### config.mk
export PLATFORM = sky130hd
export DESIGN_NAME = round_robin_ready_queue_flat
export DESIGN_NICKNAME = d
export VERILOG_FILES = /design/src/sv/rrq_pkg.sv /design/src/sv/rrq_if.sv /design/src/sv/rrq_cell.sv /design/src/sv/round_robin_ready_queue.sv /design/src/flat_wrapper.sv
export SDC_FILE = /design/constraint.sdc
export NUM_CORES = 1
export LEC_CHECK = 0
export BUFFER_PORTS_ARGS = -buffer_cell sky130_fd_sc_hd__buf_2
export CORE_MARGIN = 3
export CORE_UTILIZATION = 29
export CTS_CLUSTER_DIAMETER = 50
export DETAILED_ROUTE_END_ITERATION = 8
export PLACE_DENSITY_LB_ADDON = 0.05
export SYNTH_ARGS = -nofsm -noshare
export SYNTH_HDL_FRONTEND = slang
export SYNTH_SLANG_ARGS = --single-unit
### constraint.sdc
create_clock -name clk -period 7.6 [get_ports clk]
set_input_delay 0.76 -clock clk [delete_from_list [all_inputs] [get_ports clk]]
set_output_delay 0.76 -clock clk [all_outputs]
set_load 0.03 [all_outputs]
### src/sv/rrq_pkg.sv
// Shared types and constants of the round-robin ready queue.
`default_nettype none
package rrq_pkg;

	localparam int THREAD_W = 8;
	localparam int COUNT_W  = 5;

	typedef enum logic [1:0] {
		OP_SCHEDULE  = 2'd0,
		OP_READY     = 2'd1,
		OP_NOT_READY = 2'd2,
		OP_NOP       = 2'd3
	} op_e;

	typedef enum logic [1:0] {
		ST_OK        = 2'd0,
		ST_EMPTY     = 2'd1,
		ST_FULL      = 2'd2,
		ST_NOT_FOUND = 2'd3
	} status_e;

	// Per-cycle command broadcast to every queue cell
	typedef struct packed {
		logic sched;
		logic append;
		logic remove;
	} rrq_cmd_t;

endpackage
`default_nettype wire

### src/sv/rrq_if.sv
// Channel interfaces: request, response and configuration write.
`default_nettype none
interface rrq_req_if;
	import rrq_pkg::*;
	logic                valid;
	logic                ready;
	op_e                 operation;
	logic [THREAD_W-1:0] thread_id;
	modport source (output valid, output operation, output thread_id, input ready);
	modport sink   (input valid, input operation, input thread_id, output ready);
endinterface

interface rrq_rsp_if;
	import rrq_pkg::*;
	logic                valid;
	logic                ready;
	logic [THREAD_W-1:0] running_thread;
	logic                switched;
	status_e             status;
	logic [COUNT_W-1:0]  queue_count;
	modport source (output valid, output running_thread, output switched, output status,
		output queue_count, input ready);
	modport sink   (input valid, input running_thread, input switched, input status,
		input queue_count, output ready);
endinterface

interface rrq_cfg_if;
	import rrq_pkg::*;
	logic                valid;
	logic                ready;
	logic [THREAD_W-1:0] init_id;
	modport source (output valid, output init_id, input ready);
	modport sink   (input valid, input init_id, output ready);
endinterface
`default_nettype wire

### src/sv/rrq_cell.sv
// One queue slot: holds an id, matches it and takes its right neighbor on shifts.
`default_nettype none
module rrq_cell #(
	parameter int ID_BITS = 8,
	parameter int CNT_W   = 5,
	parameter int IDX     = 0
) (
	input  wire                   clk,
	input  rrq_pkg::rrq_cmd_t     cmd,
	input  wire [CNT_W-1:0]       count,
	input  wire [ID_BITS-1:0]     id,
	input  wire [ID_BITS-1:0]     running,
	input  wire [ID_BITS-1:0]     next_entry,
	input  wire                   found_in,
	output logic [ID_BITS-1:0]    entry,
	output logic                  found_out
);
	import rrq_pkg::*;

	logic [ID_BITS-1:0] entry_q;
	logic               occupied;
	logic               is_tail;
	logic               is_free;
	logic               match;

	assign occupied  = count > CNT_W'(IDX);
	assign is_tail   = count == CNT_W'(IDX + 1);
	assign is_free   = count == CNT_W'(IDX);
	assign match     = occupied && (entry_q == id);
	assign found_out = found_in | match;
	assign entry     = entry_q;

	always_ff @(posedge clk) begin
		if (cmd.sched && occupied) begin
			// old running id drops in behind the last waiting entry
			entry_q <= is_tail ? running : next_entry;
		end else if (cmd.append && is_free) begin
			entry_q <= id;
		end else if (cmd.remove && occupied && found_out) begin
			entry_q <= next_entry;
		end
	end

endmodule
`default_nettype wire

### src/sv/round_robin_ready_queue.sv
// Round-robin ready queue of thread ids with one running thread.
//
// Channels: req carries an operation (schedule, make ready, make not ready,
// no-op) and a thread id; rsp returns one result per request with the
// running thread, the switched flag, a status code and the queue count;
// cfg writes the initial thread id, which becomes the running thread and
// empties the queue. cfg is always ready; the user must use it only while
// idle; the block itself does not enforce this. The row of queue cells
// compares, shifts and appends together and the result is registered, so
// rsp.valid rises in the cycle after a request is accepted. A new request
// is accepted every cycle as long as the response register is empty or
// is being taken; when the receiver stalls, req.ready stays low until the
// held response is accepted. Removal of an id ripples a found flag through
// the whole row, which sets the cycle length for deep queues.
// Reset empties the queue and makes thread 0 the running thread.
`default_nettype none
module round_robin_ready_queue #(
	parameter int QUEUE_DEPTH = 16,
	parameter int ID_BITS     = 8
) (
	input  wire    clk,
	input  wire    arst_n,
	rrq_req_if.sink   req,
	rrq_rsp_if.source rsp,
	rrq_cfg_if.sink   cfg
);
	import rrq_pkg::*;

	localparam int CNT_W = $clog2(QUEUE_DEPTH + 1);

	logic [CNT_W-1:0]   count_q;
	logic [ID_BITS-1:0] running_q;
	logic               rsp_valid_q;
	logic [THREAD_W-1:0] rsp_running_q;
	logic               rsp_switched_q;
	status_e            rsp_status_q;
	logic [COUNT_W-1:0] rsp_count_q;

	logic               req_fire;
	logic               cfg_fire;
	logic [ID_BITS-1:0] id_in;
	logic               empty;
	logic               full;
	logic               found;
	rrq_cmd_t           cmd;
	logic [CNT_W-1:0]   count_d;
	logic [ID_BITS-1:0] running_d;
	logic               switched_d;
	status_e            status_d;

	logic [ID_BITS-1:0] entry_w [QUEUE_DEPTH];
	logic [ID_BITS-1:0] next_w  [QUEUE_DEPTH];
	logic               found_w [QUEUE_DEPTH+1];

	assign cfg.ready = 1'b1;
	assign cfg_fire  = cfg.valid;
	assign req.ready = !rsp_valid_q || rsp.ready;
	assign req_fire  = req.valid && req.ready;
	assign id_in     = ID_BITS'(req.thread_id);
	assign empty     = count_q == '0;
	assign full      = count_q == CNT_W'(QUEUE_DEPTH);

	always_comb begin
		cmd.sched  = req_fire && (req.operation == OP_SCHEDULE) && !empty;
		cmd.append = req_fire && (req.operation == OP_READY) && !full;
		cmd.remove = req_fire && (req.operation == OP_NOT_READY);
	end

	assign found_w[0] = 1'b0;

	genvar i;
	generate
		for (i = 0; i < QUEUE_DEPTH; i++) begin : g_cell
			if (i == QUEUE_DEPTH - 1) begin : g_last
				assign next_w[i] = running_q;
			end else begin : g_mid
				assign next_w[i] = entry_w[i+1];
			end
			rrq_cell #(
				.ID_BITS (ID_BITS),
				.CNT_W   (CNT_W),
				.IDX     (i)
			) u_cell (
				.clk        (clk),
				.cmd        (cmd),
				.count      (count_q),
				.id         (id_in),
				.running    (running_q),
				.next_entry (next_w[i]),
				.found_in   (found_w[i]),
				.entry      (entry_w[i]),
				.found_out  (found_w[i+1])
			);
		end
	endgenerate

	assign found = found_w[QUEUE_DEPTH];

	// result decode
	always_comb begin
		count_d    = count_q;
		running_d  = running_q;
		switched_d = 1'b0;
		status_d   = ST_OK;
		unique case (req.operation)
			OP_SCHEDULE: begin
				if (empty) begin
					status_d = ST_EMPTY;
				end else begin
					running_d  = entry_w[0];
					switched_d = 1'b1;
				end
			end
			OP_READY: begin
				if (full) begin
					status_d = ST_FULL;
				end else begin
					count_d = count_q + CNT_W'(1);
				end
			end
			OP_NOT_READY: begin
				if (found) begin
					count_d = count_q - CNT_W'(1);
				end else begin
					status_d = ST_NOT_FOUND;
				end
			end
			OP_NOP: begin
			end
			default: begin
			end
		endcase
	end

	always_ff @(posedge clk or negedge arst_n) begin
		if (!arst_n) begin
			count_q   <= '0;
			running_q <= '0;
		end else if (cfg_fire) begin
			count_q   <= '0;
			running_q <= ID_BITS'(cfg.init_id);
		end else if (req_fire) begin
			count_q   <= count_d;
			running_q <= running_d;
		end
	end

	always_ff @(posedge clk or negedge arst_n) begin
		if (!arst_n) begin
			rsp_valid_q <= 1'b0;
		end else if (req_fire) begin
			rsp_valid_q <= 1'b1;
		end else if (rsp.ready) begin
			rsp_valid_q <= 1'b0;
		end
	end

	always_ff @(posedge clk) begin
		if (req_fire) begin
			rsp_running_q  <= THREAD_W'(running_d);
			rsp_switched_q <= switched_d;
			rsp_status_q   <= status_d;
			rsp_count_q    <= COUNT_W'(count_d);
		end
	end

	assign rsp.valid          = rsp_valid_q;
	assign rsp.running_thread = rsp_running_q;
	assign rsp.switched       = rsp_switched_q;
	assign rsp.status         = rsp_status_q;
	assign rsp.queue_count    = rsp_count_q;

	a_count_bound: assert property (@(posedge clk) disable iff (!arst_n)
		count_q <= CNT_W'(QUEUE_DEPTH))
		else $error("queue count beyond depth");

	a_rsp_follows: assert property (@(posedge clk) disable iff (!arst_n)
		req_fire |=> rsp.valid)
		else $error("accepted request gave no response");

	a_sched_switch: assert property (@(posedge clk) disable iff (!arst_n)
		(req_fire && !cfg_fire && req.operation == OP_SCHEDULE && !empty)
		|=> (rsp.switched && rsp.status == ST_OK && $stable(count_q)))
		else $error("schedule on non-empty queue did not switch");

	a_full_drop: assert property (@(posedge clk) disable iff (!arst_n)
		(req_fire && !cfg_fire && req.operation == OP_READY && full)
		|=> (rsp.status == ST_FULL && $stable(count_q)))
		else $error("append to full queue not dropped");

	a_count_out: assert property (@(posedge clk) disable iff (!arst_n)
		(req_fire && !cfg_fire) |=> (rsp.queue_count == COUNT_W'(count_q)))
		else $error("reported count differs from queue");

endmodule
`default_nettype wire

### src/flat_wrapper.sv
// flat-port wrapper written by rule: the top's interface ports become plain ports
module round_robin_ready_queue_flat import rrq_pkg::*;
#(
	parameter int QUEUE_DEPTH = 16,
	parameter int ID_BITS     = 8
)
  (clk, arst_n, req_valid, req_operation, req_thread_id, req_ready, rsp_valid, rsp_running_thread, rsp_switched, rsp_status, rsp_queue_count, rsp_ready, cfg_valid, cfg_init_id, cfg_ready);
  rrq_req_if req_i ();
  rrq_rsp_if rsp_i ();
  rrq_cfg_if cfg_i ();
  input  wire clk;
  input  wire arst_n;
  input wire logic [$bits(req_i.valid)-1:0] req_valid;
  input wire logic [$bits(req_i.operation)-1:0] req_operation;
  input wire logic [$bits(req_i.thread_id)-1:0] req_thread_id;
  output wire logic [$bits(req_i.ready)-1:0] req_ready;
  output wire logic [$bits(rsp_i.valid)-1:0] rsp_valid;
  output wire logic [$bits(rsp_i.running_thread)-1:0] rsp_running_thread;
  output wire logic [$bits(rsp_i.switched)-1:0] rsp_switched;
  output wire logic [$bits(rsp_i.status)-1:0] rsp_status;
  output wire logic [$bits(rsp_i.queue_count)-1:0] rsp_queue_count;
  input wire logic [$bits(rsp_i.ready)-1:0] rsp_ready;
  input wire logic [$bits(cfg_i.valid)-1:0] cfg_valid;
  input wire logic [$bits(cfg_i.init_id)-1:0] cfg_init_id;
  output wire logic [$bits(cfg_i.ready)-1:0] cfg_ready;
  assign req_i.valid = req_valid;
  assign req_i.operation = req_operation;
  assign req_i.thread_id = req_thread_id;
  assign req_ready = req_i.ready;
  assign rsp_valid = rsp_i.valid;
  assign rsp_running_thread = rsp_i.running_thread;
  assign rsp_switched = rsp_i.switched;
  assign rsp_status = rsp_i.status;
  assign rsp_queue_count = rsp_i.queue_count;
  assign rsp_i.ready = rsp_ready;
  assign cfg_i.valid = cfg_valid;
  assign cfg_i.init_id = cfg_init_id;
  assign cfg_ready = cfg_i.ready;
  round_robin_ready_queue #(.QUEUE_DEPTH(QUEUE_DEPTH), .ID_BITS(ID_BITS)) u_core (.clk(clk), .arst_n(arst_n), .req(req_i), .rsp(rsp_i), .cfg(cfg_i));
endmodule
**Word-level counts from Yosys, hierarchy flattened**

Cells that the tools add are included.

- Register bits: 158
- Bits in latches: 0
- RAM bits: 0
- Bits in read-only memories: 0
- Input port bits: 23
- Logic and storage cells: 279
- Memories: 0

- Add/subtract/negate cells: 2
- Multipliers: 0
- Divide/modulo/power cells: 0
- Order comparisons: 16
- Eq/ne operators: 34
- Shift operators: 0
- Multiplexer cells: 79
- Bitwise operators: 15
- Reductions and logical operators: 110

Operators with widths:

| operator | number |
|---|---|
| 8-bit 2-to-1 mux | 67 |
| 8-bit equality test | 16 |
| 1-bit logical AND | 86 |
| 3-bit nonzero test | 16 |
| 5-bit by 4-bit equality test with 1-bit output, second input constant | 8 |
| 5-bit by 4-bit > comparator with 1-bit output, second input constant | 8 |
| 5-bit by 3-bit equality test with 1-bit output, second input constant | 4 |
| 5-bit by 3-bit > comparator with 1-bit output, second input constant | 4 |
| 5-bit 2-to-1 mux | 4 |
| 1-bit bitwise OR | 15 |
| 5-bit by 2-bit equality test with 1-bit output, second input constant | 2 |
| 5-bit by 1-bit > comparator with 1-bit output, second input constant | 2 |
| 5-bit by 2-bit > comparator with 1-bit output, second input constant | 2 |
| 5-bit case mux with 2 select lines | 1 |
| 2-bit case mux with 3 select lines | 1 |
| 5-bit by 1-bit adder with 5-bit output, second input constant | 1 |
| 5-bit by 1-bit equality test with 1-bit output, second input constant | 1 |
| 5-bit equality test, second input constant | 1 |
| 5-bit logical NOT | 1 |
| 5-bit by 1-bit subtractor with 5-bit output, second input constant | 1 |
| 1-bit 2-to-1 mux | 4 |
| 2-bit 2-to-1 mux | 2 |
| 2-bit nonzero test | 2 |
| 1-bit logical NOT | 3 |
| 4 further kinds | 4 |

**Depth between registers and ports, before layout**

- Depth after elaboration: 21
- Gate-level depth with buffers: 12
- Gate-level depth less buffers: 10

**Modules after synthesis**

From an unflattened synthesis, not the netlist that was laid out.

- Cell total of the unflattened synthesis: 1022
- Area total of the unflattened synthesis: 10670.2 µm²

By module, submodules not included:

| module | times used | cells each | area each (µm²) | sequential area each (µm²) |
|---|---|---|---|---|
| round_robin_ready_queue | 1 | 151 | 1661.6 | 830.8 |
| rrq_cell (u_core.g_cell[2].u_cell) | 1 | 58 | 619.3 | 240.2 |
| rrq_cell (u_core.g_cell[9].u_cell) | 1 | 59 | 619.3 | 240.2 |
| rrq_cell (u_core.g_cell[5].u_cell) | 1 | 55 | 608.1 | 240.2 |
| rrq_cell (u_core.g_cell[1].u_cell) | 1 | 49 | 585.6 | 240.2 |
| rrq_cell (u_core.g_cell[11].u_cell) | 1 | 55 | 578.1 | 240.2 |
| rrq_cell (u_core.g_cell[4].u_cell) | 1 | 57 | 559.3 | 240.2 |
| rrq_cell (u_core.g_cell[0].u_cell) | 1 | 46 | 554.3 | 240.2 |
| rrq_cell (u_core.g_cell[13].u_cell) | 1 | 57 | 551.8 | 240.2 |
| rrq_cell (u_core.g_cell[15].u_cell) | 1 | 46 | 551.8 | 240.2 |
| rrq_cell (u_core.g_cell[3].u_cell) | 1 | 50 | 551.8 | 240.2 |
| rrq_cell (u_core.g_cell[7].u_cell) | 1 | 58 | 550.5 | 240.2 |
| rrq_cell (u_core.g_cell[6].u_cell) | 1 | 56 | 549.3 | 240.2 |
| rrq_cell (u_core.g_cell[8].u_cell) | 1 | 56 | 540.5 | 240.2 |
| +3 rows | - | - | - | - |

**Worst setup path after synthesis**

No wires, ideal clock.

- Path type: register to register
- From: register u_core.count_q[1]
- To: register u_core.g_cell[15].u_cell.entry_q[0] (enable)
- Arrival time: 2.899 ns
- Slack: 4.315 ns
- Stages on the path, launching flop included: 12
- Buffers on the path: 1
- Cell sequence: dfrtp_1 > buf_2 > inv_1 > ha_1 > o21bai_1 > nand2b_1 > a21oi_2 > o41ai_1 > a2111oi_4 > nand2_1 > a21oi_1 > o31ai_1

- Longest elaborated chain between the ends: 19
- Elaborated cells on any way between the ends: 59

RTL lines:

| element | line | RTL |
|---|---|---|
| start: declaration | round_robin_ready_queue.sv:31 | `logic [CNT_W-1:0] count_q;` |
| start signal: assignment | round_robin_ready_queue.sv:143 | `count_q <= count_d;` |
| 5-bit by 1-bit > comparator with 1-bit output | rrq_cell.sv:26 | `assign occupied = count > CNT_W'(IDX);` |
| 1-bit logical AND | rrq_cell.sv:29 | `assign match = occupied && (entry_q == id);` |
| 1-bit bitwise OR (15 in series) | rrq_cell.sv:30 | `assign found_out = found_in \| match;` |
| 1-bit logical AND | rrq_cell.sv:39 | `end else if (cmd.remove && occupied && found_out) begin` |
| 3-bit nonzero test (no line) * | - |  |
| end signal: assignment | rrq_cell.sv:36 | `entry_q <= is_tail ? running : next_entry;` |
| end signal: assignment | rrq_cell.sv:38 | `entry_q <= id;` |
| end signal: assignment | rrq_cell.sv:40 | `entry_q <= next_entry;` |
| end: declaration | rrq_cell.sv:20 | `logic [ID_BITS-1:0] entry_q;` |

Every way passes the cells marked *; elsewhere a longest branch is shown, timed or not.
A chain may end at the register's enable or synchronous reset.

**Worst setup path after layout**

- From: register u_core.count_q[1]
- To: register u_core.g_cell[10].u_cell.entry_q[0], data pin

- Longest elaborated chain between the ends: 6
- Elaborated cells on any way between the ends: 14

RTL lines:

| element | line | RTL |
|---|---|---|
| 5-bit equality test | round_robin_ready_queue.sv:61 | `assign full = count_q == CNT_W'(QUEUE_DEPTH);` |
| 1-bit logical NOT | round_robin_ready_queue.sv:65 | `cmd.append = req_fire && (req.operation == OP_READY) && !full;` |
| 1-bit logical AND | round_robin_ready_queue.sv:65 |  |
| 1-bit logical AND | rrq_cell.sv:37 | `end else if (cmd.append && is_free) begin` |
| 8-bit 2-to-1 mux | rrq_cell.sv:37 |  |
| 8-bit 2-to-1 mux * | rrq_cell.sv:34 | `if (cmd.sched && occupied) begin` |
| end signal: assignment | rrq_cell.sv:36 |  |
| end signal: assignment | rrq_cell.sv:38 |  |
| end signal: assignment | rrq_cell.sv:40 |  |
| end: declaration | rrq_cell.sv:20 |  |

Marks and branches as above.

==> results.yml <==
worst_setup_path:
  crit_type: "flip-flop to flip-flop"
  crit_path_start_kind: "flip-flop"
  worst-path-max-fanout: 15
  cp.arrival_ps: 4150
  cp.required_ps: 7790
  cp-end-kind: "flip-flop"
cts:
  cts_resized: 0
  cts_tree: "yes"
  cts_buffer_depth: 2
  post-cts-setup-buffers: 0
  postCtsHoldBufs: 0
  clk-insertion-delay-late_ps: 450
  root_buffer: "clkbuf_16"
  htreeDepth: 4
  clock_sinks: 158
  cts_buffers: 17
  clkTransAtPathRegs_ps: 70
yosys:
  yosysTopAreaCell: "edfxtp_1"
  synth-seq-cells: 158
  ys_warn_count: 0
  synth_flop_cell: "edfxtp_1"
  synthesis.nets: 1072
  yosysSeqAreaShare_pct: 46.1
  synth_area_leaders: "edfxtp_1 (43%), nand2_1 (9.2%), a22oi_1 (7.9%)"
  synth_cell_types: 67
  syn-cell-area_um2: 10100
  synth_edf_count: 144
  postSynthCellCount: 1039
  yosysTopAreaCellShare_pct: 42.7
  synth.avg_cell_area_um2: 9.75
  async_flop_share_pct: 8.86
sta:
  fin_setup_tns_ps: 0
  grt_setup_unrepaired: "false"
  setup_violations: 0
  slew_headroom_pct: 21.9
  slew_viol_final: 0
  timing.fmax_mhz: 253
  tightest_slew_ps: 1160
  finalHoldViolCount: 0
  skew_ps: 15.1
  post-route-period-util_pct: 52.1
  fin_crit_ps: 3960
  holdWs_ps: 222
power_and_ir_drop:
  p_leak_uw: 0.00413
  vdd_drop_max_v: 0.000160
  power_density_nw_per_um2: 190
floorplanning:
  die_y_um: 193
  coreArea_um2: 34000
  start_util_pct: 29.8
  die_w_um: 193
  die-area_um2: 37200
  row_count: 67
  boundaryPins: 42
global_routing:
  grt_pass1_vias: 8112
  grt_overflow: 0
  grt_max_degree: 33
  grt_pass1_wl_um: 49800
  antenna_found_initial: 1
  grtUsageTotal_pct: 17.8
placed_design:
  portBuffers: 40
  place_congestion: 0.832
  dpl.hpwl_um: 22200
routing:
  drt.antenna.violating_nets: 0
  drt_wl_total_um: 32300
  wl_per_cell_um: 21.4
  avgViaCountPerCell: 5.21
  vias: 7840
  dr.pass1.iters: 6
  drt_iter0_drc: 444
  drc: 0
job:
  max-cap-violations: 0
layout:
  antenna-diode-count: 0
  synthToLayoutAreaGrowth_pct: 10.1
  drive_gt1_share_pct: 12.5
  fin_nets: 1078
worst_hold_path:
  hp-class: "input pin to async pin"
outcome:
  status: "complete, no violations"
==> power by group <==
| group | leakage, µW | switching [µW] | total [µW] | internal, µW |
|---|---|---|---|---|
| combinational | 0.00238 | 155 | 228 | 72.7 |
| sequential | 0.00149 | 48.3 | 1010 | 963 |
| clock | 0.000274 | 375 | 877 | 502 |
| total | 0.00413 | 578 | 2120 | 1540 |
==> logic make-up (layout without fill, tap and decap cells) <==
group | after synthesis | count (layout) | share of synthesized area [%]
simple gates | 422 | 422 | 19.2
compound gates | 205 | 205 | 14.6
flops | 158 | 158 | 46.1
xor+xnor | 129 | 129 | 11.2
buf+inv | 88 | 107 | 4.91
mux | 26 | 26 | 2.77
fa+ha+maj | 10 | 10 | 1.23
other cells | 1 | 1 | 0.0370
==> critical path: stages (launching register included) <==
cell	delay, ps
dfrtp_1	640
inv_1	270
ha_1	270
or4b_4	250
nand2_4	110
nor2_2	670
nand3_1	280
nor2_1	660
nor2_1	330
nand2_1	150
nand2_1	50
==> path summary, 6_finish.rpt <==
path                                         from                                end  slack, ps  depth (start not counted)
worst max register to register  u_core.count_q[1]  u_core.g_cell[10].u_cell.entry[0]       3640                         10
worst min-delay path                       arst_n                   u_core.rsp.valid        220                          1
max in group asynchronous                  arst_n                u_core.running_q[0]       7090                          1
worst max-delay path            u_core.count_q[1]  u_core.g_cell[10].u_cell.entry[0]       3640                         10
min in group clk                        req_valid                   u_core.rsp.valid        510                          2
worst min register to register   u_core.rsp.valid                   u_core.rsp.valid        520                          2
==> cell usage in the layout, fill, tap and decap left out, types with 14 or more instances in the layout <==
| cell | count |
|---|---|
| a21oi_1 | 17 |
| a22oi_1 | 106 |
| buf_2 | 40 |
| buf_4 | 14 |
| clkbuf_16 | 17 |
| dfrtp_1 | 14 |
| edfxtp_1 | 144 |
| inv_1 | 20 |
| mux2_2 | 16 |
| nand2_1 | 247 |
| nand3_1 | 15 |
| nand4_1 | 16 |
| nor2_1 | 67 |
| nor4_1 | 15 |
| o21ai_0 | 25 |
| o22ai_1 | 14 |
| xnor2_1 | 54 |
| xor2_1 | 75 |
==> flip-flops by register name (all words and copies together) (netlist names) <==
| register | cells |
|---|---|
| u_core.rsp.status | 2 |
| u_core.count_q | 5 |
| u_core.rsp.switched | 1 |
| u_core.rsp.valid | 1 |
| u_core.running_q | 8 |
| u_core.rsp.running_thread | 8 |
| u_core.g_cell.u_cell.entry | 128 |
| u_core.rsp.queue_count | 5 |
==> stage by stage <==
stage | area [µm²] | util (%) | power, µW | setup slack [ps] | instances
after floorplan | 10100 | - | 1180 | 4310 | 1039
final | 11200 | 32.9 | 2120 | 3640 | 1506
after global placement | 10600 | 31.2 | 1260 | 3580 | 1474
after global routing | 11200 | 32.9 | 2190 | 3250 | 1506
after CTS | 11200 | 32.9 | 2140 | 3600 | 1506
after detailed placement | 10600 | 31.2 | 1260 | 3620 | 1474
==> cells in the mapped netlist (8+ instances only) <==
master / number
inv_1: 20
mux2_2: 16
nand2_1: 247
nand4_1: 16
nor2_1: 67
a21oi_1: 17
ha_1: 10
buf_6: 16
nor4_1: 15
dfrtp_1: 14
nor2_2: 11
clkbuf_1: 34
xnor2_1: 54
o21ai_0: 25
a22oi_1: 106
a222oi_1: 8
edfxtp_1: 144
o22ai_1: 14
xor2_1: 75
nand3_1: 15
mux2i_1: 10
buf_4: 11
==> per-layer routing <==
| layer | routed length, µm | global-route usage, % | vias to the layer above |
|---|---|---|---|
| li1 | - | - | 3745 |
| met1 | 15200 | 23.6 | 3916 |
| met2 | 15300 | 29.8 | 142 |
| met3 | 1170 | 3.45 | 37 |
| met4 | 602 | 4.78 | 0 |
| met5 | 0 | 0 | - |
==> area by class of cell <==
cell class	instances	area, µm²
Inverter	21	78.8
Sequential cell	158	4670
Fill cell	3604	22800
Timing Repair Buffer	54	305
Clock buffer	23	468
Clock inverter	9	110
Multi-Input combinational cell	793	4960
Tap cell	448	561
Power figures use the tool's default switching activity.
